<file path="src/sv/prle_pkg.sv">
// shared types and constants for the palette run-length encoder
// no dependencies; compile first

package prle_pkg;

  localparam int COLOR_W    = 24;
  localparam int LEN_W      = 11;
  localparam int IDX_W      = 5;
  localparam int CFG_ADDR_W = 3;
  localparam int CFG_DATA_W = 32;

  // word index of each configuration register (paddr[2])
  localparam logic REG_BACKGROUND = 1'b0;

  typedef struct packed {
    logic [LEN_W-1:0] run_length;
    logic [IDX_W-1:0] color_index;
    logic             last_of_line;
    logic             palette_overflow;
  } run_t;

endpackage

</file>
<file path="src/sv/prle_pix_if.sv">
// pixel item channel: valid/ready plus pixel payload
// depends on prle_pkg

interface prle_pix_if;
  import prle_pkg::*;

  logic               valid;
  logic               ready;
  logic [COLOR_W-1:0] pixel_color;
  logic               end_of_line;
  logic               start_of_image;

  modport source (output valid, pixel_color, end_of_line, start_of_image, input ready);
  modport sink   (input valid, pixel_color, end_of_line, start_of_image, output ready);
endinterface

</file>
<file path="src/sv/prle_run_if.sv">
// run item channel: valid/ready plus encoded run payload
// depends on prle_pkg

interface prle_run_if;
  import prle_pkg::*;

  logic             valid;
  logic             ready;
  logic [LEN_W-1:0] run_length;
  logic [IDX_W-1:0] color_index;
  logic             last_of_line;
  logic             palette_overflow;

  modport source (output valid, run_length, color_index, last_of_line, palette_overflow,
                  input ready);
  modport sink   (input valid, run_length, color_index, last_of_line, palette_overflow,
                  output ready);
endinterface

</file>
<file path="src/sv/palette_run_length_encoder.sv">
// top level of the palette run-length encoder: input register, run tracker, config port
// depends on prle_pkg, prle_pix_if, prle_run_if, prle_palette, prle_out_fifo
//
// usage:
//   in_ch carries one pixel item per handshake (valid/ready): 24-bit color, end_of_line
//   on the last pixel of a row or column, start_of_image on the first pixel of a frame
//   (clears the palette and drops any open run before that pixel is used).
//   out_ch carries run items: length, palette index, last_of_line, palette_overflow.
//   an item may produce zero, one or two runs (closed run, then the line-end run).
//   the APB port holds background_color at byte address 0; write only while idle.
// timing:
//   a pixel is held in the input register, where the palette compare and the run
//   counter update are combinational; its runs are registered into a four-entry queue
//   and appear on out_ch behind any runs already waiting there.
//   one pixel per cycle sustained while out_ch does not stall; the input register
//   drains only with two free queue slots, as a line end that closes a run pushes two runs.
// reset and stall:
//   rst_n (synchronous) empties the queue, clears the run, sets background to zero and
//   the palette to background only. when out_ch stalls the queue fills and in_ch.ready
//   drops after at most a few items; nothing is lost.

module palette_run_length_encoder #(
  parameter int PALETTE_DEPTH = 32,
  parameter int MAX_LINE      = 1024
) (
  input  logic                            clk,
  input  logic                            rst_n,
  prle_pix_if.sink                        in_ch,
  prle_run_if.source                      out_ch,
  input  logic                            psel,
  input  logic                            penable,
  input  logic                            pwrite,
  input  logic [prle_pkg::CFG_ADDR_W-1:0] paddr,
  input  logic [prle_pkg::CFG_DATA_W-1:0] pwdata,
  output logic [prle_pkg::CFG_DATA_W-1:0] prdata,
  output logic                            pready
);
  import prle_pkg::*;

  localparam int PIW = $clog2(PALETTE_DEPTH);
  localparam int RCW = $clog2(MAX_LINE + 1);

  // config register
  logic [COLOR_W-1:0] bg_r;

  // input register
  logic               stg_vld_r;
  logic [COLOR_W-1:0] stg_pix_r;
  logic               stg_eol_r;
  logic               stg_soi_r;

  // open run
  logic [RCW-1:0]     run_cnt_r, run_cnt_nxt;
  logic [COLOR_W-1:0] run_col_r, run_col_nxt;
  logic [PIW-1:0]     run_idx_r, run_idx_nxt;

  logic               adv, room;
  logic [RCW-1:0]     cnt_eff, cnt_after;
  logic [COLOR_W-1:0] col_eff;
  logic [PIW-1:0]     idx_eff, idx_after, pal_idx;
  logic               extend, close_prev, pal_ovf;
  logic               push0, push1;
  run_t               res_close, res_eol;

  // ---------------------------------------------------------------- config port
  assign pready = 1'b1;
  assign prdata = (paddr[2] == REG_BACKGROUND) ? CFG_DATA_W'(bg_r) : '0;

  always_ff @(posedge clk) begin
    if (!rst_n) begin
      bg_r <= '0;
    end else if (psel && penable && pwrite && paddr[2] == REG_BACKGROUND) begin
      bg_r <= pwdata[COLOR_W-1:0];
    end
  end

  // ---------------------------------------------------------------- input register
  // drains whenever the queue has space for the worst case of two runs
  assign adv         = stg_vld_r && room;
  assign in_ch.ready = !stg_vld_r || adv;

  always_ff @(posedge clk) begin
    if (!rst_n) begin
      stg_vld_r <= 1'b0;
    end else if (in_ch.ready) begin
      stg_vld_r <= in_ch.valid;
    end
  end

  always_ff @(posedge clk) begin
    if (in_ch.ready && in_ch.valid) begin
      stg_pix_r <= in_ch.pixel_color;
      stg_eol_r <= in_ch.end_of_line;
      stg_soi_r <= in_ch.start_of_image;
    end
  end

  // ---------------------------------------------------------------- run tracking
  prle_palette #(
    .DEPTH (PALETTE_DEPTH)
  ) u_palette (
    .clk      (clk),
    .rst_n    (rst_n),
    .clear    (adv && stg_soi_r),
    .look     (adv && !extend),
    .color    (stg_pix_r),
    .bg       (bg_r),
    .index    (pal_idx),
    .overflow (pal_ovf)
  );

  always_comb begin
    // start of image drops the open run before this pixel
    cnt_eff = stg_soi_r ? '0 : run_cnt_r;
    col_eff = stg_soi_r ? '0 : run_col_r;
    idx_eff = stg_soi_r ? '0 : run_idx_r;

    // same color continues the run until it reaches the line limit
    extend     = (cnt_eff != '0) && (stg_pix_r == col_eff) && (cnt_eff < RCW'(MAX_LINE));
    close_prev = !extend && (cnt_eff != '0) && (col_eff != bg_r);

    cnt_after = extend ? cnt_eff + RCW'(1) : RCW'(1);
    idx_after = extend ? idx_eff : pal_idx;

    res_close.run_length       = LEN_W'(cnt_eff);
    res_close.color_index      = IDX_W'(idx_eff);
    res_close.last_of_line     = 1'b0;
    res_close.palette_overflow = pal_ovf;

    // line end: the final run, or an empty marker when the line ends in background
    if (stg_pix_r != bg_r) begin
      res_eol.run_length  = LEN_W'(cnt_after);
      res_eol.color_index = IDX_W'(idx_after);
    end else begin
      res_eol.run_length  = '0;
      res_eol.color_index = '0;
    end
    res_eol.last_of_line     = 1'b1;
    res_eol.palette_overflow = pal_ovf;

    if (stg_eol_r) begin
      run_cnt_nxt = '0;
      run_col_nxt = '0;
      run_idx_nxt = '0;
    end else begin
      run_cnt_nxt = cnt_after;
      run_col_nxt = stg_pix_r;
      run_idx_nxt = idx_after;
    end
  end

  always_ff @(posedge clk) begin
    if (!rst_n) begin
      run_cnt_r <= '0;
      run_col_r <= '0;
      run_idx_r <= '0;
    end else if (adv) begin
      run_cnt_r <= run_cnt_nxt;
      run_col_r <= run_col_nxt;
      run_idx_r <= run_idx_nxt;
    end
  end

  // ---------------------------------------------------------------- result queue
  assign push0 = adv && (close_prev || stg_eol_r);
  assign push1 = adv && close_prev && stg_eol_r;

  prle_out_fifo u_out_fifo (
    .clk    (clk),
    .rst_n  (rst_n),
    .push0  (push0),
    .push1  (push1),
    .d0     (close_prev ? res_close : res_eol),
    .d1     (res_eol),
    .room   (room),
    .out_ch (out_ch)
  );

  // ---------------------------------------------------------------- checks
  a_empty_marker_is_last: assert property (@(posedge clk) disable iff (!rst_n)
    out_ch.valid && out_ch.run_length == '0 |-> out_ch.last_of_line)
    else $error("zero-length run not marked last");

  a_line_end_clears_run: assert property (@(posedge clk) disable iff (!rst_n)
    adv && stg_eol_r |=> run_cnt_r == '0)
    else $error("open run survives line end");

  a_second_push_needs_eol: assert property (@(posedge clk) disable iff (!rst_n)
    push1 |-> push0 && stg_eol_r)
    else $error("second result without line end");

  a_run_within_limit: assert property (@(posedge clk) disable iff (!rst_n)
    run_cnt_r <= RCW'(MAX_LINE))
    else $error("run count beyond line limit");

  a_stall_only_when_full: assert property (@(posedge clk) disable iff (!rst_n)
    !in_ch.ready |-> stg_vld_r && !room)
    else $error("input stalled with free input register");

endmodule

</file>
<file path="src/sv/prle_palette.sv">
// color palette: parallel compare against all live entries, in-order allocation
// depends on prle_pkg

module prle_palette #(
  parameter int DEPTH = 32
) (
  input  logic                         clk,
  input  logic                         rst_n,
  input  logic                         clear,
  input  logic                         look,
  input  logic [prle_pkg::COLOR_W-1:0] color,
  input  logic [prle_pkg::COLOR_W-1:0] bg,
  output logic [$clog2(DEPTH)-1:0]     index,
  output logic                         overflow
);
  import prle_pkg::*;

  localparam int IW = $clog2(DEPTH);
  localparam int CW = $clog2(DEPTH + 1);

  logic [COLOR_W-1:0] ent_r [DEPTH];
  logic [CW-1:0]      cnt_r, cnt_nxt, cnt_eff;
  logic               ovf_r;
  logic [DEPTH-1:0]   match;
  logic [IW-1:0]      hit_idx;
  logic               alloc, miss_full;

  always_comb begin
    cnt_eff = clear ? CW'(1) : cnt_r;
    hit_idx = '0;
    for (int i = 0; i < DEPTH; i++) begin
      match[i] = (i != 0) && (CW'(i) < cnt_eff) && (ent_r[i] == color);
      if (match[i]) hit_idx = hit_idx | IW'(i);
    end
  end

  always_comb begin
    index     = '0;
    alloc     = 1'b0;
    miss_full = 1'b0;
    priority if (color == bg) begin
      index = '0;
    end else if (|match) begin
      index = hit_idx;
    end else if (cnt_eff < CW'(DEPTH)) begin
      index = cnt_eff[IW-1:0];
      alloc = 1'b1;
    end else begin
      miss_full = 1'b1;
    end
    cnt_nxt  = (look && alloc) ? cnt_eff + CW'(1) : cnt_eff;
    overflow = (clear ? 1'b0 : ovf_r) | (look & miss_full);
  end

  always_ff @(posedge clk) begin
    if (!rst_n) begin
      cnt_r <= CW'(1);
      ovf_r <= 1'b0;
    end else begin
      cnt_r <= cnt_nxt;
      ovf_r <= overflow;
    end
  end

  always_ff @(posedge clk) begin
    if (look && alloc) ent_r[cnt_eff[IW-1:0]] <= color;
  end

endmodule

</file>
<file path="src/sv/prle_out_fifo.sv">
// four-entry result queue, up to two pushes and one pop per cycle
// depends on prle_pkg and prle_run_if

module prle_out_fifo (
  input  logic           clk,
  input  logic           rst_n,
  input  logic           push0,
  input  logic           push1,
  input  prle_pkg::run_t d0,
  input  prle_pkg::run_t d1,
  output logic           room,
  prle_run_if.source     out_ch
);
  import prle_pkg::*;

  localparam int DEPTH = 4;
  localparam int AW    = $clog2(DEPTH);
  localparam int CW    = $clog2(DEPTH + 1);

  run_t          mem_r [DEPTH];
  logic [AW-1:0] wr_ptr_r, rd_ptr_r;
  logic [CW-1:0] cnt_r;
  logic          pop;

  assign pop  = out_ch.valid && out_ch.ready;
  assign room = cnt_r <= CW'(DEPTH - 2);

  assign out_ch.valid            = cnt_r != '0;
  assign out_ch.run_length       = mem_r[rd_ptr_r].run_length;
  assign out_ch.color_index      = mem_r[rd_ptr_r].color_index;
  assign out_ch.last_of_line     = mem_r[rd_ptr_r].last_of_line;
  assign out_ch.palette_overflow = mem_r[rd_ptr_r].palette_overflow;

  always_ff @(posedge clk) begin
    if (!rst_n) begin
      wr_ptr_r <= '0;
      rd_ptr_r <= '0;
      cnt_r    <= '0;
    end else begin
      wr_ptr_r <= wr_ptr_r + AW'(push0) + AW'(push1);
      rd_ptr_r <= rd_ptr_r + AW'(pop);
      cnt_r    <= cnt_r + CW'(push0) + CW'(push1) - CW'(pop);
    end
  end

  always_ff @(posedge clk) begin
    if (push0) mem_r[wr_ptr_r] <= d0;
    if (push1) mem_r[wr_ptr_r + AW'(1)] <= d1;
  end

endmodule

</file>
<file path="src/flat_wrapper.sv">
// flat-port wrapper written by rule: the top's interface ports become plain ports
module palette_run_length_encoder_flat import prle_pkg::*;
#(
  parameter int PALETTE_DEPTH = 32,
  parameter int MAX_LINE      = 1024
)
  (clk, rst_n, psel, penable, pwrite, paddr, pwdata, prdata, pready, in_ch_valid, in_ch_pixel_color, in_ch_end_of_line, in_ch_start_of_image, in_ch_ready, out_ch_valid, out_ch_run_length, out_ch_color_index, out_ch_last_of_line, out_ch_palette_overflow, out_ch_ready);
  prle_pix_if in_ch_i ();
  prle_run_if out_ch_i ();
  input  logic clk;
  input  logic rst_n;
  input  logic psel;
  input  logic penable;
  input  logic pwrite;
  input  logic [prle_pkg::CFG_ADDR_W-1:0] paddr;
  input  logic [prle_pkg::CFG_DATA_W-1:0] pwdata;
  output logic [prle_pkg::CFG_DATA_W-1:0] prdata;
  output logic pready;
  input wire logic [$bits(in_ch_i.valid)-1:0] in_ch_valid;
  input wire logic [$bits(in_ch_i.pixel_color)-1:0] in_ch_pixel_color;
  input wire logic [$bits(in_ch_i.end_of_line)-1:0] in_ch_end_of_line;
  input wire logic [$bits(in_ch_i.start_of_image)-1:0] in_ch_start_of_image;
  output wire logic [$bits(in_ch_i.ready)-1:0] in_ch_ready;
  output wire logic [$bits(out_ch_i.valid)-1:0] out_ch_valid;
  output wire logic [$bits(out_ch_i.run_length)-1:0] out_ch_run_length;
  output wire logic [$bits(out_ch_i.color_index)-1:0] out_ch_color_index;
  output wire logic [$bits(out_ch_i.last_of_line)-1:0] out_ch_last_of_line;
  output wire logic [$bits(out_ch_i.palette_overflow)-1:0] out_ch_palette_overflow;
  input wire logic [$bits(out_ch_i.ready)-1:0] out_ch_ready;
  assign in_ch_i.valid = in_ch_valid;
  assign in_ch_i.pixel_color = in_ch_pixel_color;
  assign in_ch_i.end_of_line = in_ch_end_of_line;
  assign in_ch_i.start_of_image = in_ch_start_of_image;
  assign in_ch_ready = in_ch_i.ready;
  assign out_ch_valid = out_ch_i.valid;
  assign out_ch_run_length = out_ch_i.run_length;
  assign out_ch_color_index = out_ch_i.color_index;
  assign out_ch_last_of_line = out_ch_i.last_of_line;
  assign out_ch_palette_overflow = out_ch_i.palette_overflow;
  assign out_ch_i.ready = out_ch_ready;
  palette_run_length_encoder #(.PALETTE_DEPTH(PALETTE_DEPTH), .MAX_LINE(MAX_LINE)) u_core (.clk(clk), .rst_n(rst_n), .in_ch(in_ch_i), .out_ch(out_ch_i), .psel(psel), .penable(penable), .pwrite(pwrite), .paddr(paddr), .pwdata(pwdata), .prdata(prdata), .pready(pready));
endmodule
</file>
<file path="config.mk">
export PLATFORM = sky130hd
export DESIGN_NAME = palette_run_length_encoder_flat
export DESIGN_NICKNAME = d
export VERILOG_FILES = /design/src/sv/prle_pkg.sv /design/src/sv/prle_pix_if.sv /design/src/sv/prle_run_if.sv /design/src/sv/palette_run_length_encoder.sv /design/src/sv/prle_palette.sv /design/src/sv/prle_out_fifo.sv /design/src/flat_wrapper.sv
export SDC_FILE = /design/constraint.sdc
export NUM_CORES = 1
export LEC_CHECK = 0
export BUFFER_PORTS_ARGS = -buffer_cell sky130_fd_sc_hd__buf_2
export CAP_MARGIN = 15
export CORE_MARGIN = 8
export CORE_UTILIZATION = 31
export DETAILED_ROUTE_END_ITERATION = 10
export GPL_ROUTABILITY_DRIVEN = 0
export GPL_TIMING_DRIVEN = 1
export HOLD_SLACK_MARGIN = 0.15
export PLACE_DENSITY = 0.49
export SYNTH_ARGS = -nofsm -noshare
export SYNTH_HDL_FRONTEND = slang
export SYNTH_SLANG_ARGS = --single-unit
</file>
<file path="constraint.sdc">
create_clock -name clk -period 8.5 [get_ports clk]
set_clock_uncertainty 0.15 [all_clocks]
set_input_delay 1.7 -clock clk [delete_from_list [all_inputs] [get_ports clk]]
set_output_delay 1.7 -clock clk [all_outputs]
set_load 0.05 [all_outputs]
</file>
==> report_table.html <==
<table>
<tr><th>Metric</th><th>Value</th></tr>
<tr><th colspan="2">Final layout</th></tr>
<tr><td>Final-stage net count</td><td>a little over 3000</td></tr>
<tr><td>Fraction of final layout cells with drive strength greater than 1</td><td>0.115</td></tr>
<tr><td>Core utilization of the finished layout</td><td>0.353</td></tr>
<tr><td>Area growth from synthesis to layout</td><td>13.3%</td></tr>
<tr><th colspan="2">Hold path</th></tr>
<tr><td>Worst Hold Path EP</td><td>u_core.run_idx_r[2]$_SDFFE_PN0P_</td></tr>
<tr><td>Class of the most critical hold timing path</td><td>register to register</td></tr>
<tr><td>Hold-critical path depth</td><td>2</td></tr>
<tr><td>HP Start</td><td>u_core.run_idx_r[2]$_SDFFE_PN0P_</td></tr>
<tr><th colspan="2">Timing</th></tr>
<tr><td>Final total negative setup slack</td><td>0 ps</td></tr>
<tr><td>Tightest Pin Transition</td><td>1170 ps</td></tr>
<tr><td>Final hold violations</td><td>0</td></tr>
<tr><td>Achievable clock frequency</td><td>around 0.16 GHz</td></tr>
<tr><td>Number of slew-limit violations in the final report</td><td>0</td></tr>
<tr><td>Final clock period utilization by the worst path</td><td>0.715</td></tr>
<tr><td>Min Clock Period, post-route</td><td>just over 6000 ps</td></tr>
<tr><td>Worst slew margin relative to its limit</td><td>0.217</td></tr>
<tr><td>Total setup violations reported at the end of the flow</td><td>0</td></tr>
<tr><td>RSZ-0062 raised after global routing</td><td>no</td></tr>
<tr><th colspan="2">Pwr</th></tr>
<tr><td>Maximum ir drop on the vdd rail</td><td>around 0.00016 V</td></tr>
<tr><td>Cell leakage power</td><td>14.7 nW</td></tr>
<tr><td>Total power density per cell area</td><td>approximately 230 nW/um2</td></tr>
<tr><th colspan="2">Setup path</th></tr>
<tr><td>Worst endpoint required time</td><td>8740 ps</td></tr>
<tr><td>Crit Path Class</td><td>register to register</td></tr>
<tr><td>Type of origin of the critical path</td><td>register</td></tr>
<tr><td>Crit-path max FO</td><td>27</td></tr>
<tr><td>Source of the worst register-to-register timing path</td><td>u_core.u_out_fifo.cnt_r[2]$_SDFF_PN0_</td></tr>
<tr><td>Setup slack of the most critical reg-to-reg path</td><td>between 2000 and 2500 ps</td></tr>
<tr><td>CP endpoint kind</td><td>register</td></tr>
<tr><td>Worst-case reg-to-reg path depth</td><td>15</td></tr>
<tr><td>Arrival time at the worst endpoint</td><td>~6300 ps</td></tr>
<tr><td>Terminus of the critical flop-to-flop path</td><td>u_core.u_palette.ent_r[23][14]$_DFFE_PP_</td></tr>
<tr><th colspan="2">Floorplanning</th></tr>
<tr><td>Floorplan die area</td><td>between 100000 and 150000 um2</td></tr>
<tr><td>Die W</td><td>roughly 380 um</td></tr>
<tr><td>Count of boundary I/O pins</td><td>between 100 and 150</td></tr>
<tr><td>Die H</td><td>roughly 380 um</td></tr>
<tr><td>Initial standard-cell utilization of the core</td><td>0.311</td></tr>
<tr><td>Site row count</td><td>between 100 and 150</td></tr>
<tr><td>Core region area</td><td>~130000 um2</td></tr>
<tr><th colspan="2">Synth</th></tr>
<tr><td>Part of the Yosys area used for sequential elements</td><td>0.648</td></tr>
<tr><td>Biggest area contributors in the synthesized netlist</td><td>edfxtp_1 (61%), xnor2_1 (10%), xor2_1 (6.4%)</td></tr>
<tr><td>Synthesized area divided by synthesized cell count</td><td>around 14 um2</td></tr>
<tr><td>Cell area after synthesis</td><td>between 40000 and 50000 um2</td></tr>
<tr><td>Number of warning messages in the yosys log</td><td>0</td></tr>
<tr><td>Fraction of synthesized cell area taken by the top area cell type</td><td>0.608</td></tr>
<tr><td>Synth Instances</td><td>2893</td></tr>
<tr><td>Main synth FF type</td><td>edfxtp_1</td></tr>
<tr><td>Library cell with the largest summed area after synthesis</td><td>edfxtp_1</td></tr>
<tr><td>Total of flip-flops plus latches after synthesis</td><td>a little over 900</td></tr>
<tr><td>Number of enable flip-flop cells after synthesis</td><td>838</td></tr>
<tr><td>Number of distinct library cells after synthesis</td><td>~90</td></tr>
<tr><td>Share of async-settable or async-resettable flops after synthesis</td><td>0</td></tr>
<tr><th colspan="2">Clock network</th></tr>
<tr><td># hold bufs at CTS</td><td>0</td></tr>
<tr><td>Clock-pin slew on the worst setup and hold paths</td><td>60 ps</td></tr>
<tr><td>Post-cts sizing count</td><td>0</td></tr>
<tr><td>Count of clock tree sinks</td><td>about 920</td></tr>
<tr><td>Root Driver</td><td>clkbuf_16</td></tr>
<tr><td>Clk Latency, worst-skew pair</td><td>about 700 ps</td></tr>
<tr><td>Maximum clock insertion buffer count</td><td>3</td></tr>
<tr><td>Number of buffers added by the clock tree synthesis step</td><td>97</td></tr>
<tr><td>Setup fix buffers added after clock tree synthesis</td><td>0</td></tr>
<tr><td>H-Tree Depth</td><td>3</td></tr>
<tr><td>Clock tree from TritonCTS</td><td>done</td></tr>
<tr><th colspan="2">Global routing</th></tr>
<tr><td>Overflow left after global routing</td><td>0</td></tr>
<tr><td>Overall Global Routing Usage</td><td>0.143</td></tr>
<tr><td>Largest net degree at the start of global routing</td><td>between 60 and 70</td></tr>
<tr><td>Number of antenna violations at the first check in global routing</td><td>3</td></tr>
<tr><td>Wire length of the first global-routing pass</td><td>approximately 160 mm</td></tr>
<tr><td>Number of global-route vias before repair</td><td>about 23000</td></tr>
<tr><th colspan="2">Drt</th></tr>
<tr><td>Routed WL</td><td>108 mm</td></tr>
<tr><td>Number of nets still failing antenna checks after routing</td><td>0</td></tr>
<tr><td>DRC violation count after routing</td><td>0</td></tr>
<tr><td>Average wire per cell in the routed design</td><td>22.1 um</td></tr>
<tr><td>Post-DR vias/cell</td><td>between 4 and 5</td></tr>
<tr><td>Violation count after the first detailed-routing iteration</td><td>between 1500 and 2000</td></tr>
<tr><td>Routed via count</td><td>between 20000 and 25000</td></tr>
<tr><td>1st-pass router iterations</td><td>5</td></tr>
<tr><th colspan="2">Job</th></tr>
<tr><td>Number of max-capacitance violations reported</td><td>0</td></tr>
<tr><th colspan="2">Run status</th></tr>
<tr><td>Status</td><td>complete, no violations</td></tr>
<tr><th colspan="2">Placed design</th></tr>
<tr><td># port buffers</td><td>between 100 and 150</td></tr>
<tr><td>HPWL after detailed placement</td><td>64.4 mm</td></tr>
</table>
==> area by class of cell <==
cell class | count | area [um2]
multi-input cells | 1779 | 13200
well taps | 1768 | 2210
diodes | 1 | 2.50
inverters | 41 | 154
repair buffers | 175 | 1420
clock buffers | 126 | 2560
flip-flops and latches | 921 | 26800
fillers | 12843 | 86100
clock inverters | 49 | 480
==> critical path, cell delays in order, from the launching register on <==
cell      delay, ps
dfxtp_1         370
inv_1            80
ha_1            230
o21ai_2         140
buf_4           370
nand2b_1        270
inv_1           160
ha_1            580
nand2b_1        230
o211ai_2        270
nand4b_1        180
nor4_4          440
and4_1          530
nand3_2         560
nor2b_2         850
buf_4           310
==> kinds of logic (layout without fill, tap and decap cells) <==
family | count (synthesis) | after routing | synth area share
AO/OA/AOI/OAI | 252 | 252 | 0.0421
XOR/XNOR | 788 | 788 | 0.167
adder cells (fa/ha/maj) | 14 | 14 | 0.00472
buffers and inverters | 200 | 391 | 0.0333
flip-flops | 921 | 921 | 0.648
multiplexers | 20 | 20 | 0.0103
other | 2 | 10 | 0.000182
AND/OR/NAND/NOR | 696 | 696 | 0.0942
==> per-stage QoR <==
step	hold slack [ps]	instances	worst slack, ps	area [um2]	power, mW
3_3_place_gp	287	4674	2450	43600	6.69
6_report	299	4860	2430	46900	10.7
2_1_floorplan	275	2900	2620	41400	6.24
3_5_place_dp	293	4675	2420	43600	6.69
4_1_cts	304	4850	2430	46700	10.8
5_1_grt	329	4859	2070	46900	11.1
==> where the power goes <==
| group | internal, mW | switching [mW] | total (mW) |
|---|---|---|---|
| registers | 5.08 | 0.0893 | 5.17 |
| logic | 0.453 | 0.951 | 1.40 |
| clock network | 2.34 | 1.78 | 4.12 |
| total | 7.87 | 2.82 | 10.7 |
==> cells in the final DEF, fill, tap and decap left out, drive strengths merged, types with 10 or more instances in the layout <==
cell type,count
inv,43
nor3,21
a21oi,58
buf,173
a31oi,14
and3,36
ha,10
and4,10
a22o,20
clkinv,40
nor2,89
o22ai,32
clkbuf,128
nand2,133
xnor2,487
dfxtp,83
mux4,18
nor2b,58
edfxtp,838
nand3,30
o21ai,53
nor4,105
xor2,301
nand4,156
==> routing by layer <==
layer | GRT usage | up-vias | part of all wire
li1 | - | 10875 | -
met1 | 0.207 | 11923 | 0.49
met2 | 0.228 | 481 | 0.46
met3 | 0.0225 | 131 | 0.039
met4 | 0.0310 | 0 | 0.018
met5 | 0 | - | 0
==> Yosys cell counts, types with 4 or more instances <==
cell type / count
edfxtp_1: 838
xnor2_1: 487
xor2_1: 301
nand4_1: 155
nand2_1: 133
nor4_1: 104
nor2_1: 87
dfxtp_1: 83
buf_4: 60
nor2b_1: 58
a21oi_1: 56
buf_6: 48
o21ai_0: 44
inv_1: 38
clkbuf_1: 37
and3_1: 36
o22ai_1: 32
nand3_1: 29
a22o_1: 20
nor3_1: 20
mux4_2: 18
a31oi_1: 12
and4_1: 10
ha_1: 10
nand2b_1: 9
nor4bb_1: 9
and2_1: 8
o32ai_1: 8
buf_2: 7
o31ai_1: 7
or3_1: 7
o211ai_1: 6
o21ai_1: 6
a21o_1: 5
a2bb2oi_1: 5
nand4b_1: 5
or2_2: 5
a211o_1: 4
buf_1: 4
nor3b_1: 4
==> worst max path at each step <==
stage,from,to,depth (start not counted)
global placement,u_core.u_out_fifo.cnt_r[2]$_SDFF_PN0_,u_core.u_palette.ent_r[3][23]$_DFFE_PP_,14
detailed placement,u_core.u_out_fifo.cnt_r[2]$_SDFF_PN0_,u_core.u_palette.ent_r[15][7]$_DFFE_PP_,14
CTS,u_core.u_out_fifo.cnt_r[2]$_SDFF_PN0_,u_core.u_palette.ent_r[15][3]$_DFFE_PP_,14
finish,u_core.u_out_fifo.cnt_r[2]$_SDFF_PN0_,u_core.u_palette.ent_r[23][14]$_DFFE_PP_,15
global route,u_core.u_out_fifo.cnt_r[1]$_SDFF_PN0_,u_core.u_palette.ent_r[23][2]$_DFFE_PP_,15
floorplan,u_core.u_out_fifo.cnt_r[2]$_SDFF_PN0_,u_core.u_palette.ent_r[19][0]$_DFFE_PP_,17
==> flip-flops by register name (all words and copies together), names as in the netlist <==
| register | cells |
|---|---|
| u_core.u_palette.ent_r | 744 |
| u_core.u_out_fifo.mem_r | 72 |
| u_core.bg_r | 24 |
| u_core.run_col_r | 24 |
| u_core.stg_pix_r | 24 |
| u_core.run_cnt_r | 11 |
| u_core.u_palette.cnt_r | 6 |
| u_core.run_idx_r | 5 |
| u_core.u_out_fifo.cnt_r | 3 |
| u_core.u_out_fifo.rd_ptr_r | 2 |
| u_core.u_out_fifo.wr_ptr_r | 2 |
| u_core.stg_eol_r | 1 |
| u_core.stg_soi_r | 1 |
| u_core.stg_vld_r | 1 |
| u_core.u_palette.ovf_r | 1 |
Power figures use the tool's default switching activity.
